$ cat src/sv/mchw_pkg.sv
// ----------------------------------------------------------------------------
// mchw_pkg: shared types and constants for the heartbeat watchdog
// Field widths, health codes, opcodes, register indexes and the word structs.
// ----------------------------------------------------------------------------
package mchw_pkg;

  localparam int unsigned MaxChannels = 16;
  localparam int unsigned ChBits      = 4;
  localparam int unsigned CntBits     = 5;
  localparam int unsigned TimeBits    = 20;
  localparam int unsigned SumBits     = 24;

  localparam logic [SumBits-1:0] SumMax = {SumBits{1'b1}};

  typedef enum logic [1:0] {
    HEALTH_OK       = 2'd0,
    HEALTH_WARNING  = 2'd1,
    HEALTH_CRITICAL = 2'd2,
    HEALTH_DEAD     = 2'd3
  } health_e;

  typedef enum logic [1:0] {
    OP_HEARTBEAT = 2'd0,
    OP_SCAN      = 2'd1,
    OP_REPORT    = 2'd2,
    OP_QUERY     = 2'd3
  } opcode_e;

  typedef enum logic [2:0] {
    REG_CHANNELS  = 3'd0,
    REG_WARN_TIME = 3'd1,
    REG_CRIT_TIME = 3'd2,
    REG_MAX_SKIP  = 3'd3,
    REG_DEAD_LIM  = 3'd4
  } reg_idx_e;

  typedef enum logic [1:0] {
    ST_IDLE,
    ST_SCAN,
    ST_TALLY,
    ST_OUT
  } state_e;

  typedef struct packed {
    logic [1:0]          opcode;
    logic [ChBits-1:0]   channel_index;
    logic [31:0]         frame_number;
    logic [TimeBits-1:0] update_time;
  } in_word_t;

  typedef struct packed {
    logic                channel_found;
    logic [1:0]          channel_health;
    logic [CntBits-1:0]  count_ok;
    logic [CntBits-1:0]  count_warning;
    logic [CntBits-1:0]  count_critical;
    logic [CntBits-1:0]  count_dead;
    logic [TimeBits-1:0] peak_time;
    logic [SumBits-1:0]  sum_time;
    logic                all_healthy;
    logic [31:0]         critical_events;
    logic [31:0]         warning_events;
    logic [31:0]         recovery_events;
  } out_word_t;

endpackage

$ cat src/sv/multi_channel_heartbeat_watchdog.sv
// ----------------------------------------------------------------------------
// multi_channel_heartbeat_watchdog: health table for sixteen channels
// Heartbeat, scan, report and query words over one shared per-entry datapath.
// ----------------------------------------------------------------------------
// Usage:
//   in_valid_i/in_stall_o carry one command word (opcode, channel, frame,
//   update time). out_valid_o/out_stall_i carry one result word per command.
//   The config channel (cfg_valid_i/cfg_ready_o, index, data) writes the five
//   registers; write only while the block is idle. Writing the channel count
//   clears every entry at or above the new count in that cycle.
// Timing:
//   A heartbeat is applied in the accept cycle. A scan then walks the
//   entries one per cycle through one shared age compare and peak
//   compare; every command then walks the table once more through one
//   shared adder to build the totals, and the result word is then
//   registered. One command is in flight at a time: a new command is
//   taken only once the last result has been taken.
// Reset:
//   All entries, totals and counters clear; registers take their defaults.
// Stall:
//   The result is held in the output register until taken; the next
//   command is accepted no earlier than the cycle after the result leaves.
// ----------------------------------------------------------------------------
module multi_channel_heartbeat_watchdog (
  input  logic                clk_i,
  input  logic                rst_ni,
  input  logic                in_valid_i,
  output logic                in_stall_o,
  input  mchw_pkg::in_word_t  in_data_i,
  output logic                out_valid_o,
  input  logic                out_stall_i,
  output mchw_pkg::out_word_t out_data_o,
  input  logic                cfg_valid_i,
  output logic                cfg_ready_o,
  input  logic [2:0]          cfg_index_i,
  input  logic [31:0]         cfg_data_i
);

  localparam int unsigned N  = mchw_pkg::MaxChannels;
  localparam int unsigned CB = mchw_pkg::ChBits;
  localparam int unsigned TB = mchw_pkg::TimeBits;

  // registers
  logic [4:0]    chans_q;
  logic [TB-1:0] warn_q, crit_q;
  logic [15:0]   skip_q, dead_q;

  // table
  logic [N-1:0]  init_q;
  logic [31:0]   lframe_q [N];
  logic [TB-1:0] ltime_q  [N];
  logic [1:0]    health_q [N];
  logic [15:0]   late_q   [N];
  logic [15:0]   ccnt_q   [N];

  logic [31:0]   frame_q, ctot_q, wtot_q, rtot_q, stot_q;
  logic [TB-1:0] peak_q;

  // sequencer
  mchw_pkg::state_e state_q, state_d;
  logic [CB:0]        idx_q;
  mchw_pkg::in_word_t cmd_q;
  logic [4:0]         cnt_q [4];
  logic [mchw_pkg::SumBits-1:0] sum_q;
  logic               oval_q;
  mchw_pkg::out_word_t odata_q;

  logic [4:0] n_act;
  logic       accept, take_out, cfg_wr;
  logic [CB-1:0] ci;
  logic [CB-1:0] wi;
  logic       in_range;

  assign n_act    = (chans_q > 5'(N)) ? 5'(N) : chans_q;
  assign accept   = in_valid_i && !in_stall_o;
  assign take_out = oval_q && !out_stall_i;
  assign cfg_wr   = cfg_valid_i && cfg_ready_o;
  assign ci       = in_data_i.channel_index;
  assign wi       = idx_q[CB-1:0];
  assign in_range = idx_q < n_act;

  assign in_stall_o  = (state_q != mchw_pkg::ST_IDLE) || oval_q;
  assign cfg_ready_o = 1'b1;
  assign out_valid_o = oval_q;
  assign out_data_o  = odata_q;

  // shared per-entry datapath: age, peak and sum
  logic [31:0]   age;
  logic          stale;
  logic [15:0]   ccnt_inc;
  logic [mchw_pkg::SumBits:0] sum_add;

  assign age      = frame_q - lframe_q[wi];
  assign stale    = age > {16'd0, skip_q};
  assign ccnt_inc = (ccnt_q[wi] == 16'hFFFF) ? ccnt_q[wi] : ccnt_q[wi] + 16'd1;
  assign sum_add  = {1'b0, sum_q} + (mchw_pkg::SumBits+1)'(ltime_q[wi]);

  always_comb begin
    state_d = state_q;
    case (state_q)
      mchw_pkg::ST_IDLE: begin
        if (accept) begin
          state_d = (in_data_i.opcode == mchw_pkg::OP_SCAN) ? mchw_pkg::ST_SCAN
                                                            : mchw_pkg::ST_TALLY;
        end
      end
      mchw_pkg::ST_SCAN:  if (idx_q == (CB+1)'(N-1)) state_d = mchw_pkg::ST_TALLY;
      mchw_pkg::ST_TALLY: if (idx_q == (CB+1)'(N-1)) state_d = mchw_pkg::ST_OUT;
      mchw_pkg::ST_OUT:   state_d = mchw_pkg::ST_IDLE;
      default:            state_d = mchw_pkg::ST_IDLE;
    endcase
  end

  always_ff @(posedge clk_i or negedge rst_ni) begin
    if (!rst_ni) state_q <= mchw_pkg::ST_IDLE;
    else         state_q <= state_d;
  end

  // configuration, table and sequencer registers
  always_ff @(posedge clk_i or negedge rst_ni) begin
    if (!rst_ni) begin
      chans_q <= '0;
      warn_q  <= TB'(16000);
      crit_q  <= TB'(33000);
      skip_q  <= 16'd60;
      dead_q  <= 16'd3;
      init_q  <= '0;
      for (int i = 0; i < N; i++) begin
        lframe_q[i] <= '0;
        ltime_q[i]  <= '0;
        health_q[i] <= mchw_pkg::HEALTH_OK;
        late_q[i]   <= '0;
        ccnt_q[i]   <= '0;
      end
      frame_q <= '0; ctot_q <= '0; wtot_q <= '0; rtot_q <= '0; stot_q <= '0;
      peak_q  <= '0;
      idx_q   <= '0;
      cmd_q   <= '0;
      for (int k = 0; k < 4; k++) cnt_q[k] <= '0;
      sum_q   <= '0;
      oval_q  <= 1'b0;
      odata_q <= '0;
    end else begin
      if (take_out) oval_q <= 1'b0;

      if (cfg_wr) begin
        case (cfg_index_i)
          mchw_pkg::REG_CHANNELS: begin
            chans_q <= cfg_data_i[4:0];
            for (int i = 0; i < N; i++) begin
              if (5'(i) >= ((cfg_data_i[4:0] > 5'(N)) ? 5'(N) : cfg_data_i[4:0])) begin
                init_q[i]   <= 1'b0;
                lframe_q[i] <= '0;
                ltime_q[i]  <= '0;
                health_q[i] <= mchw_pkg::HEALTH_OK;
                late_q[i]   <= '0;
                ccnt_q[i]   <= '0;
              end
            end
          end
          mchw_pkg::REG_WARN_TIME: warn_q <= cfg_data_i[TB-1:0];
          mchw_pkg::REG_CRIT_TIME: crit_q <= cfg_data_i[TB-1:0];
          mchw_pkg::REG_MAX_SKIP:  skip_q <= cfg_data_i[15:0];
          mchw_pkg::REG_DEAD_LIM:  dead_q <= cfg_data_i[15:0];
          default: ;
        endcase
      end

      case (state_q)
        mchw_pkg::ST_IDLE: begin
          if (accept) begin
            cmd_q <= in_data_i;
            idx_q <= '0;
            sum_q <= '0;
            for (int k = 0; k < 4; k++) cnt_q[k] <= '0;
            if (in_data_i.opcode == mchw_pkg::OP_SCAN) begin
              stot_q  <= (stot_q == '1) ? stot_q : stot_q + 32'd1;
              frame_q <= frame_q + 32'd1;
              peak_q  <= '0;
            end
            // heartbeat applied at once
            if (in_data_i.opcode == mchw_pkg::OP_HEARTBEAT &&
                {1'b0, ci} < n_act) begin
              init_q[ci]   <= 1'b1;
              lframe_q[ci] <= in_data_i.frame_number;
              ltime_q[ci]  <= in_data_i.update_time;
              if (in_data_i.frame_number <= lframe_q[ci] && late_q[ci] != 16'hFFFF)
                late_q[ci] <= late_q[ci] + 16'd1;
              if (in_data_i.update_time > crit_q) begin
                health_q[ci] <= mchw_pkg::HEALTH_CRITICAL;
                if (ccnt_q[ci] != 16'hFFFF) ccnt_q[ci] <= ccnt_q[ci] + 16'd1;
                if (ctot_q != '1) ctot_q <= ctot_q + 32'd1;
              end else if (in_data_i.update_time > warn_q) begin
                health_q[ci] <= mchw_pkg::HEALTH_WARNING;
                if (wtot_q != '1) wtot_q <= wtot_q + 32'd1;
              end else begin
                if ((health_q[ci] == mchw_pkg::HEALTH_WARNING ||
                     health_q[ci] == mchw_pkg::HEALTH_CRITICAL) && rtot_q != '1)
                  rtot_q <= rtot_q + 32'd1;
                health_q[ci] <= mchw_pkg::HEALTH_OK;
              end
            end
          end
        end
        mchw_pkg::ST_SCAN: begin
          // one entry per cycle
          if (in_range && init_q[wi]) begin
            if (ltime_q[wi] > peak_q) peak_q <= ltime_q[wi];
            if (stale) begin
              ccnt_q[wi]   <= ccnt_inc;
              if (ctot_q != '1) ctot_q <= ctot_q + 32'd1;
              health_q[wi] <= ({16'd0, ccnt_inc} > {16'd0, dead_q}) ?
                              mchw_pkg::HEALTH_DEAD : mchw_pkg::HEALTH_CRITICAL;
            end
          end
          idx_q <= (idx_q == (CB+1)'(N-1)) ? '0 : idx_q + 1'b1;
        end
        mchw_pkg::ST_TALLY: begin
          if (in_range) begin
            cnt_q[health_q[wi]] <= cnt_q[health_q[wi]] + 5'd1;
            sum_q <= (sum_add > {1'b0, mchw_pkg::SumMax}) ? mchw_pkg::SumMax
                                                          : sum_add[mchw_pkg::SumBits-1:0];
          end
          idx_q <= idx_q + 1'b1;
        end
        mchw_pkg::ST_OUT: begin
          oval_q <= 1'b1;
          odata_q.channel_found   <= {1'b0, cmd_q.channel_index} < n_act;
          odata_q.channel_health  <= ({1'b0, cmd_q.channel_index} < n_act) ?
                                     health_q[cmd_q.channel_index] : 2'd0;
          odata_q.count_ok        <= cnt_q[mchw_pkg::HEALTH_OK];
          odata_q.count_warning   <= cnt_q[mchw_pkg::HEALTH_WARNING];
          odata_q.count_critical  <= cnt_q[mchw_pkg::HEALTH_CRITICAL];
          odata_q.count_dead      <= cnt_q[mchw_pkg::HEALTH_DEAD];
          odata_q.peak_time       <= peak_q;
          odata_q.sum_time        <= sum_q;
          odata_q.all_healthy     <= (cnt_q[mchw_pkg::HEALTH_CRITICAL] == '0) &&
                                     (cnt_q[mchw_pkg::HEALTH_DEAD] == '0);
          odata_q.critical_events <= ctot_q;
          odata_q.warning_events  <= wtot_q;
          odata_q.recovery_events <= rtot_q;
        end
        default: ;
      endcase
    end
  end

endmodule

$ cat config.mk
export PLATFORM = sky130hd
export DESIGN_NAME = multi_channel_heartbeat_watchdog
export DESIGN_NICKNAME = d
export VERILOG_FILES = /design/src/sv/mchw_pkg.sv /design/src/sv/multi_channel_heartbeat_watchdog.sv
export SDC_FILE = /design/constraint.sdc
export NUM_CORES = 2
export LEC_CHECK = 0
export BUFFER_PORTS_ARGS = -buffer_cell sky130_fd_sc_hd__buf_2
export CAP_MARGIN = 15
export CORE_ASPECT_RATIO = 0.8
export CORE_MARGIN = 2
export CORE_UTILIZATION = 35
export CTS_CLUSTER_SIZE = 30
export DETAILED_ROUTE_END_ITERATION = 8
export GPL_TIMING_DRIVEN = 0
export PLACE_DENSITY = 0.57
export SYNTH_ARGS = -nofsm -noshare
export SYNTH_HDL_FRONTEND = slang
export SYNTH_SLANG_ARGS = --single-unit
$ cat constraint.sdc
create_clock -name clk_i -period 8.4 [get_ports clk_i]
set_input_delay 1.26 -clock clk_i [delete_from_list [all_inputs] [get_ports clk_i]]
set_output_delay 1.26 -clock clk_i [all_outputs]
set_load 0.02 [all_outputs]
Word level (Yosys, flattened, before mapping)
Cells that the tools add are included.
- input port bits: 98
- bits in registers: 1581
- output and inout port bits: 167
- word-level logic and storage cells: 417
- multiplexer cells: 195
- equal/unequal tests: 26
- bitwise logic cells: 15
- $add $sub $neg: 10
- reduce and logical (&&, ||, !) cells: 38
- $lt $le $gt $ge: 37
- operators with widths (cell ; number):
    512-bit two-way mux ; 5
    256-bit two-way mux ; 8
    320-bit two-way mux ; 5
    32-bit two-way mux ; 33
    256-bit bitwise mux ; 2
    512-bit bitwise mux ; 1
    256-bit case mux with 2 select lines ; 1
    20-bit two-way mux ; 25
    16-bit two-way mux ; 28
    320-bit bitwise mux ; 1
    32-bit by 1-bit adder with 32-bit output (second input constant) ; 4
    16-bit binary-select mux with 4-bit select ; 2
    32-bit binary-select mux with 4-bit select ; 1
    16-bit demux with 4-bit select ; 2
    32-bit demux with 4-bit select ; 1
    32-bit case mux with 2 select lines ; 2
    32-bit inequality test (second input constant) ; 3
    20-bit binary-select mux with 4-bit select ; 1
    20-bit demux with 4-bit select ; 1
    20-bit case mux with 2 select lines ; 2
    24-bit two-way mux ; 3
    20-bit greater-than comparator ; 3
    2-bit two-way mux ; 29
    16-bit OR ; 3
    61 further kinds ; 155

Depth between registers and ports, before layout
- depth after elaboration: 12
- mapped depth: 35
- gate-level depth less buffers: 22

Worst setup path before layout
No wires, ideal clock.
- kind: reg2reg
- from: register idx_q[0]
- to: register ccnt_q[38] in the netlist's numbering
- period minus slack after synthesis: 7.939 ns
- setup time: 0.126 ns
- path buffers: 13
- arrival: 7.813 ns
- required time: 8.274 ns
- slack: 0.461 ns
- stages on the path, launching flop included: 35
- cell sequence: dfrtp_1 -> buf_6 -> buf_12 -> buf_12 -> buf_12 -> buf_6 -> buf_6 -> clkbuf_1 -> buf_2 -> buf_2 -> buf_2 -> mux4_2 -> mux4_2 -> inv_1 -> ha_1 -> a21oi_1 -> nor3b_1 -> a21oi_1 -> xor2_1 -> ha_1 -> and3_1 -> a221o_1 -> a21o_1 -> a221oi_1 -> a21boi_0 -> o2111ai_1 -> nor4_2 -> nand4_2 -> or2_1 -> buf_4 -> nand4_1 -> buf_4 -> buf_6 -> nor2_1 -> a221o_1
- longest elaborated chain between the ends: 10
- elaborated cells on any way between the ends: 25
- those cells by class: 2 x add/sub; 4 x order compare; 1 x eq/ne; 15 x mux; 1 x bitwise; 2 x reduce/logical
- ends and longest elaborated chain (item ; line ; source):
    start: declaration ; multi_channel_heartbeat_watchdog.sv:61 ; logic [CB:0] idx_q;
    start signal: assignment ; multi_channel_heartbeat_watchdog.sv:216 ; idx_q <= (idx_q == (CB+1)'(N-1)) ? '0 : idx_q + 1'b1;
    start signal: assignment ; multi_channel_heartbeat_watchdog.sv:224 ; idx_q <= idx_q + 1'b1;
    parallel branches: the longest is 8 deep, another holds 32-bit subtractor ; - ;
    256-bit two-way mux (*) ; multi_channel_heartbeat_watchdog.sv:207 ; if (in_range && init_q[wi]) begin
    256-bit case mux with 2 select lines (*) ; multi_channel_heartbeat_watchdog.sv:169 ; case (state_q)
    end signal: indexed assignment ; multi_channel_heartbeat_watchdog.sv:210 ; ccnt_q[wi] <= ccnt_inc;
    end: declaration ; multi_channel_heartbeat_watchdog.sv:54 ; logic [15:0] ccnt_q [N];
Every way passes the cells marked *. The select of a mux whose other input is x is not followed.
A chain may end at the register's enable or synchronous reset.

Final worst setup path
- from: register idx_q[1]
- to: register health_q[0] in the netlist's numbering
- longest elaborated chain between the ends: 12
- elaborated cells on any way between the ends: 27
- those cells by class: 2 x add/sub; 5 x order compare; 1 x eq/ne; 16 x mux; 1 x bitwise; 2 x reduce/logical
- ends and longest elaborated chain (item ; line ; source):
    4-bit inverter with 5-bit output ; multi_channel_heartbeat_watchdog.sv:93, multi_channel_heartbeat_watchdog.sv:95, multi_channel_heartbeat_watchdog.sv:212 ;
    16-bit binary-select mux with 4-bit select ; multi_channel_heartbeat_watchdog.sv:95 ; assign ccnt_inc = (ccnt_q[wi] == 16'hFFFF) ? ccnt_q[wi] : ccnt_q[wi] + 16'd1;
    16-bit two-way mux (not written as such) (2 in series) ; multi_channel_heartbeat_watchdog.sv:95 ;
    16-bit by 1-bit adder with 16-bit output or 16-bit equality test (tied branches) ; multi_channel_heartbeat_watchdog.sv:95 ;
    16-bit two-way mux ; multi_channel_heartbeat_watchdog.sv:95 ;
    16-bit greater-than comparator ; multi_channel_heartbeat_watchdog.sv:212 ; health_q[wi] <= ({16'd0, ccnt_inc} > {16'd0, dead_q}) ?
    1-bit two-way mux ; multi_channel_heartbeat_watchdog.sv:212 ;
    32-bit bitwise mux ; multi_channel_heartbeat_watchdog.sv:212 ;
    32-bit two-way mux ; multi_channel_heartbeat_watchdog.sv:209 ; if (stale) begin
    32-bit two-way mux (*) ; multi_channel_heartbeat_watchdog.sv:207 ;
    32-bit case mux with 2 select lines (*) ; multi_channel_heartbeat_watchdog.sv:169 ;
    end signal: indexed assignment ; multi_channel_heartbeat_watchdog.sv:190 ; health_q[ci] <= mchw_pkg::HEALTH_CRITICAL;
    end signal: indexed assignment ; multi_channel_heartbeat_watchdog.sv:200 ; health_q[ci] <= mchw_pkg::HEALTH_OK;
    end signal: indexed assignment ; multi_channel_heartbeat_watchdog.sv:212 ;
    end: declaration ; multi_channel_heartbeat_watchdog.sv:52 ; logic [1:0] health_q [N];
Mark *: on every way between the ends. The rest lies on a longest branch, timed or not. The select of a mux whose other input is x is not followed.

==> out/qor.yml <==
reg2reg_depth: 24
tns_ps: -425
fmax_mhz: 117
grt_max_degree: 174
root_buffer: "clkbuf_16"
endpoint_kind: "register"
synth_most_common_cell: "nand2_1"
cts-buffers-inserted: 181
syn_nets: 8851
synth_xor_area_share_pct: 1.98
setup_ws_ps: -116
gp_congestion: 1.12
finalSetupViolations: 10
wl_um: 466000
power.switching_mw: 12.9
synth_simple_gate_area_share_pct: 17.9
post-route-drc-count: 26
synth_top_family_by_area: "simple AND/OR/NAND/NOR gates"
synthesis.area_um2: 85700
synthTopCellsByArea: "dfrtp_1 (46%), mux4_2 (11%), nand2_1 (6.9%), nand3_1 (5.9%), o21ai_0 (3.7%)"
cts_buffer_depth: 4
sequentialPowerShare_pct: 31.5
num-nets-final: 9406
powerDensity_nw_per_um2: 298
slew_headroom_pct: -1.32
timing.final.crit_share_pct: 101
worstPathRequired_ps: 9200
dpl_cell_area_um2: 92400
vias_per_cell: 6.58
ioPinCount: 265
dp_hpwl_um: 346000
dr.pass1.iters: 9
hold_buffers: 0
clkPwrFrac_pct: 28.3
synth_common_cells: "nand2_1 (1586), dfrtp_1 (1564), nand3_1 (1003)"
rows: 162
yosysWarnings: 0
tightest_slew_ps: 1520
cts_tree: "yes"
violations: "DRC, capacitance limit, slew limit, setup timing"
ys_async_sr_fraction_pct: 100
post-route-min-period_ps: 8520
post-route-cell-area_um2: 99800
htree_levels: 4
path_clk_slew_ps: 70
die-area_um2: 249000
synth_adder_area_share_pct: 2.57
syn_inst: 8578
intPower_mw: 16.9
die_w_um: 557
worst_r2r_startpoint: "idx_q[1]$_DFFE_PN0P_"
start_util_pct: 35.2
avgSynthCellArea_um2: 9.99
portBuffers: 242
max_cap_violations: 2
clkLatencyLatePin_ps: 920
status: "finished with violations"
comb_power_share_pct: 40.2
drv_slew: 22
cp-start-kind: "register"
drt_iter0_drc: 14300
ys_ff_latch: 1581
hold_violations: 0
p_leak_nw: 45.1
worst_r2r_endpoint: "health_q[0]$_DFF_PN0_"
cp_max_fo: 10
grt_usage_pct: 36.4
coreArea_um2: 244000
r2r_slack_ps: -120
drtAntennaViolNets: 0
grt_pass1_vias: 76100
antenna_found_initial: 48
dp_cells: 12200
synth_ff_type: "dfrtp_1"
swShare_pct: 43.2
routedWlPerCell_um: 37.0
synth_top_area_share_pct: 45.7
pre_cts_ws_ps: -5600
critical_path_class: "register to register"
ys_seq_area_share_pct: 46.2
ir_drop_mv: 0.194
area_growth_pct: 16.5
synth.area.mux_share_pct: 14.9
arrival_ps: 9320
ys_types: 111
fin_worst_hold_slack_ps: 353
clock_sinks: 1581
grt_pass1_wl_um: 626000
synth_area_leader_cell: "dfrtp_1"
die_h_um: 447
worstHoldPathType: "primary input to asynchronous set/reset pin"
synth_edf_count: 0
nFillCells: 23700
layout-drive-gt1-share_pct: 17.8
finalNonFillerCells: 12600
rsz0062_at_grt: "false"
skew_ps: 83.7
synth_compound_area_share_pct: 11.8
vias: 82800
overflow: 0
metrics by stage:
step | power (mW) | utilization, %
floorplan | 14.7 | -
global placement | 19.7 | 37.4
detailed placement | 20.1 | 37.9
CTS | 28.6 | 40.7
global route | 30.0 | 40.9
finish | 29.8 | 41.0
worst max-delay path, stage by stage (launching register included):
cell,delay (ps)
dfrtp_2,430
buf_12,150
buf_4,350
buf_2,720
buf_2,890
mux4_2,580
mux4_2,390
and2_2,240
inv_2,70
nor3_4,330
mux2_2,450
ha_1,310
nor2b_1,130
o21a_1,170
o21a_1,170
o21a_1,160
o21a_1,160
o21a_1,160
o21a_1,160
o21ai_0,160
nand3_1,100
nand2_1,820
clkbuf_1,770
o22ai_1,160
a31o_2,260
cells in the final DEF, fill, tap and decap left out, types with 186 or more instances in the layout:
cell and instances:
a21oi_1 225, buf_2 331, clkbuf_1 459, clkbuf_16 186, dfrtp_1 1563, inv_1 190
mux2_2 192, mux4_2 436, nand2_1 1586, nand3_1 1003, nor2_1 316, o21ai_0 636
sequential cells by signal (all words and copies together), names as in the netlist, 20 cells and up:
| name | count |
|---|---|
| frame_q | 32 |
| sum_q | 24 |
| ltime_q | 320 |
| wtot_q | 32 |
| cnt_q | 20 |
| rtot_q | 32 |
| ccnt_q | 256 |
| health_q | 32 |
| warn_q | 20 |
| peak_q | 20 |
| out_data_o | 164 |
| lframe_q | 512 |
| ctot_q | 32 |
| crit_q | 20 |
metal layers:
layer	vias up	wire (um)	global-route usage [%]
li1	32100	-	-
met1	42100	179000	46.7
met2	7080	172000	45.1
met5	-	1430	2.98
met3	1473	87000	24.8
met4	58	26800	17.5
power groups by stage:
stage	Clock, mW	Sequential [mW]	Combinational [mW]
after floorplan	0	9.15	5.58
after global placement	0	9.43	10.3
after detailed placement	0	9.45	10.7
after CTS	8.40	9.31	10.9
after global routing	8.70	9.42	11.9
final	8.42	9.39	12.0
final cells by class:
| class | count | area (um2) | share of cell area [%] |
|---|---|---|---|
| buffer | 758 | 3690 | 3.70 |
| tap | 3280 | 4100 | 4.11 |
| timing repair buffer | 382 | 3230 | 3.24 |
| sequential | 1581 | 39600 | 39.7 |
| inverter | 194 | 728 | 0.729 |
| multi-input combinational | 6035 | 42400 | 42.5 |
| clock inverter | 77 | 926 | 0.927 |
| clock buffer | 243 | 5090 | 5.10 |
| antenna | 32 | 80.1 | 0.0802 |
logic make-up after synthesis:
| group | Yosys count |
|---|---|
| AO/OA/AOI/OAI | 1601 |
| XOR/XNOR | 188 |
| adder cells (fa/ha/maj) | 175 |
| buffers and inverters | 962 |
| flip-flops | 1581 |
| multiplexers | 680 |
| other | 1 |
| AND/OR/NAND/NOR | 3390 |
worst max-delay path by stage:
stage                         startpoint                       to  slack, ps  cells past startpoint
finish              idx_q[1]$_DFFE_PN0P_    health_q[0]$_DFF_PN0_       -120                     24
global route        idx_q[0]$_DFFE_PN0P_     ccnt_q[38]$_DFF_PN0_         60                     32
CTS                 idx_q[0]$_DFFE_PN0P_    ccnt_q[114]$_DFF_PN0_         10                     33
detailed placement  idx_q[1]$_DFFE_PN0P_    ccnt_q[142]$_DFF_PN0_      -5600                     32
global placement                  rst_ni  lframe_q[410]$_DFF_PN0_     -30890                      1
floorplan           idx_q[0]$_DFFE_PN0P_     ccnt_q[38]$_DFF_PN0_        460                     34
timing repair:
| item | 4_1_cts | 5_1_grt |
|---|---|---|
| buffers inserted | 20 | 23 |
| pin swaps | 7 | 3 |
| gates cloned | 1 | 1 |
| endpoints found under the setup margin | 364 | 303 |
| resized for setup | 172 | 24 |
(Power assumes the default switching activity.)
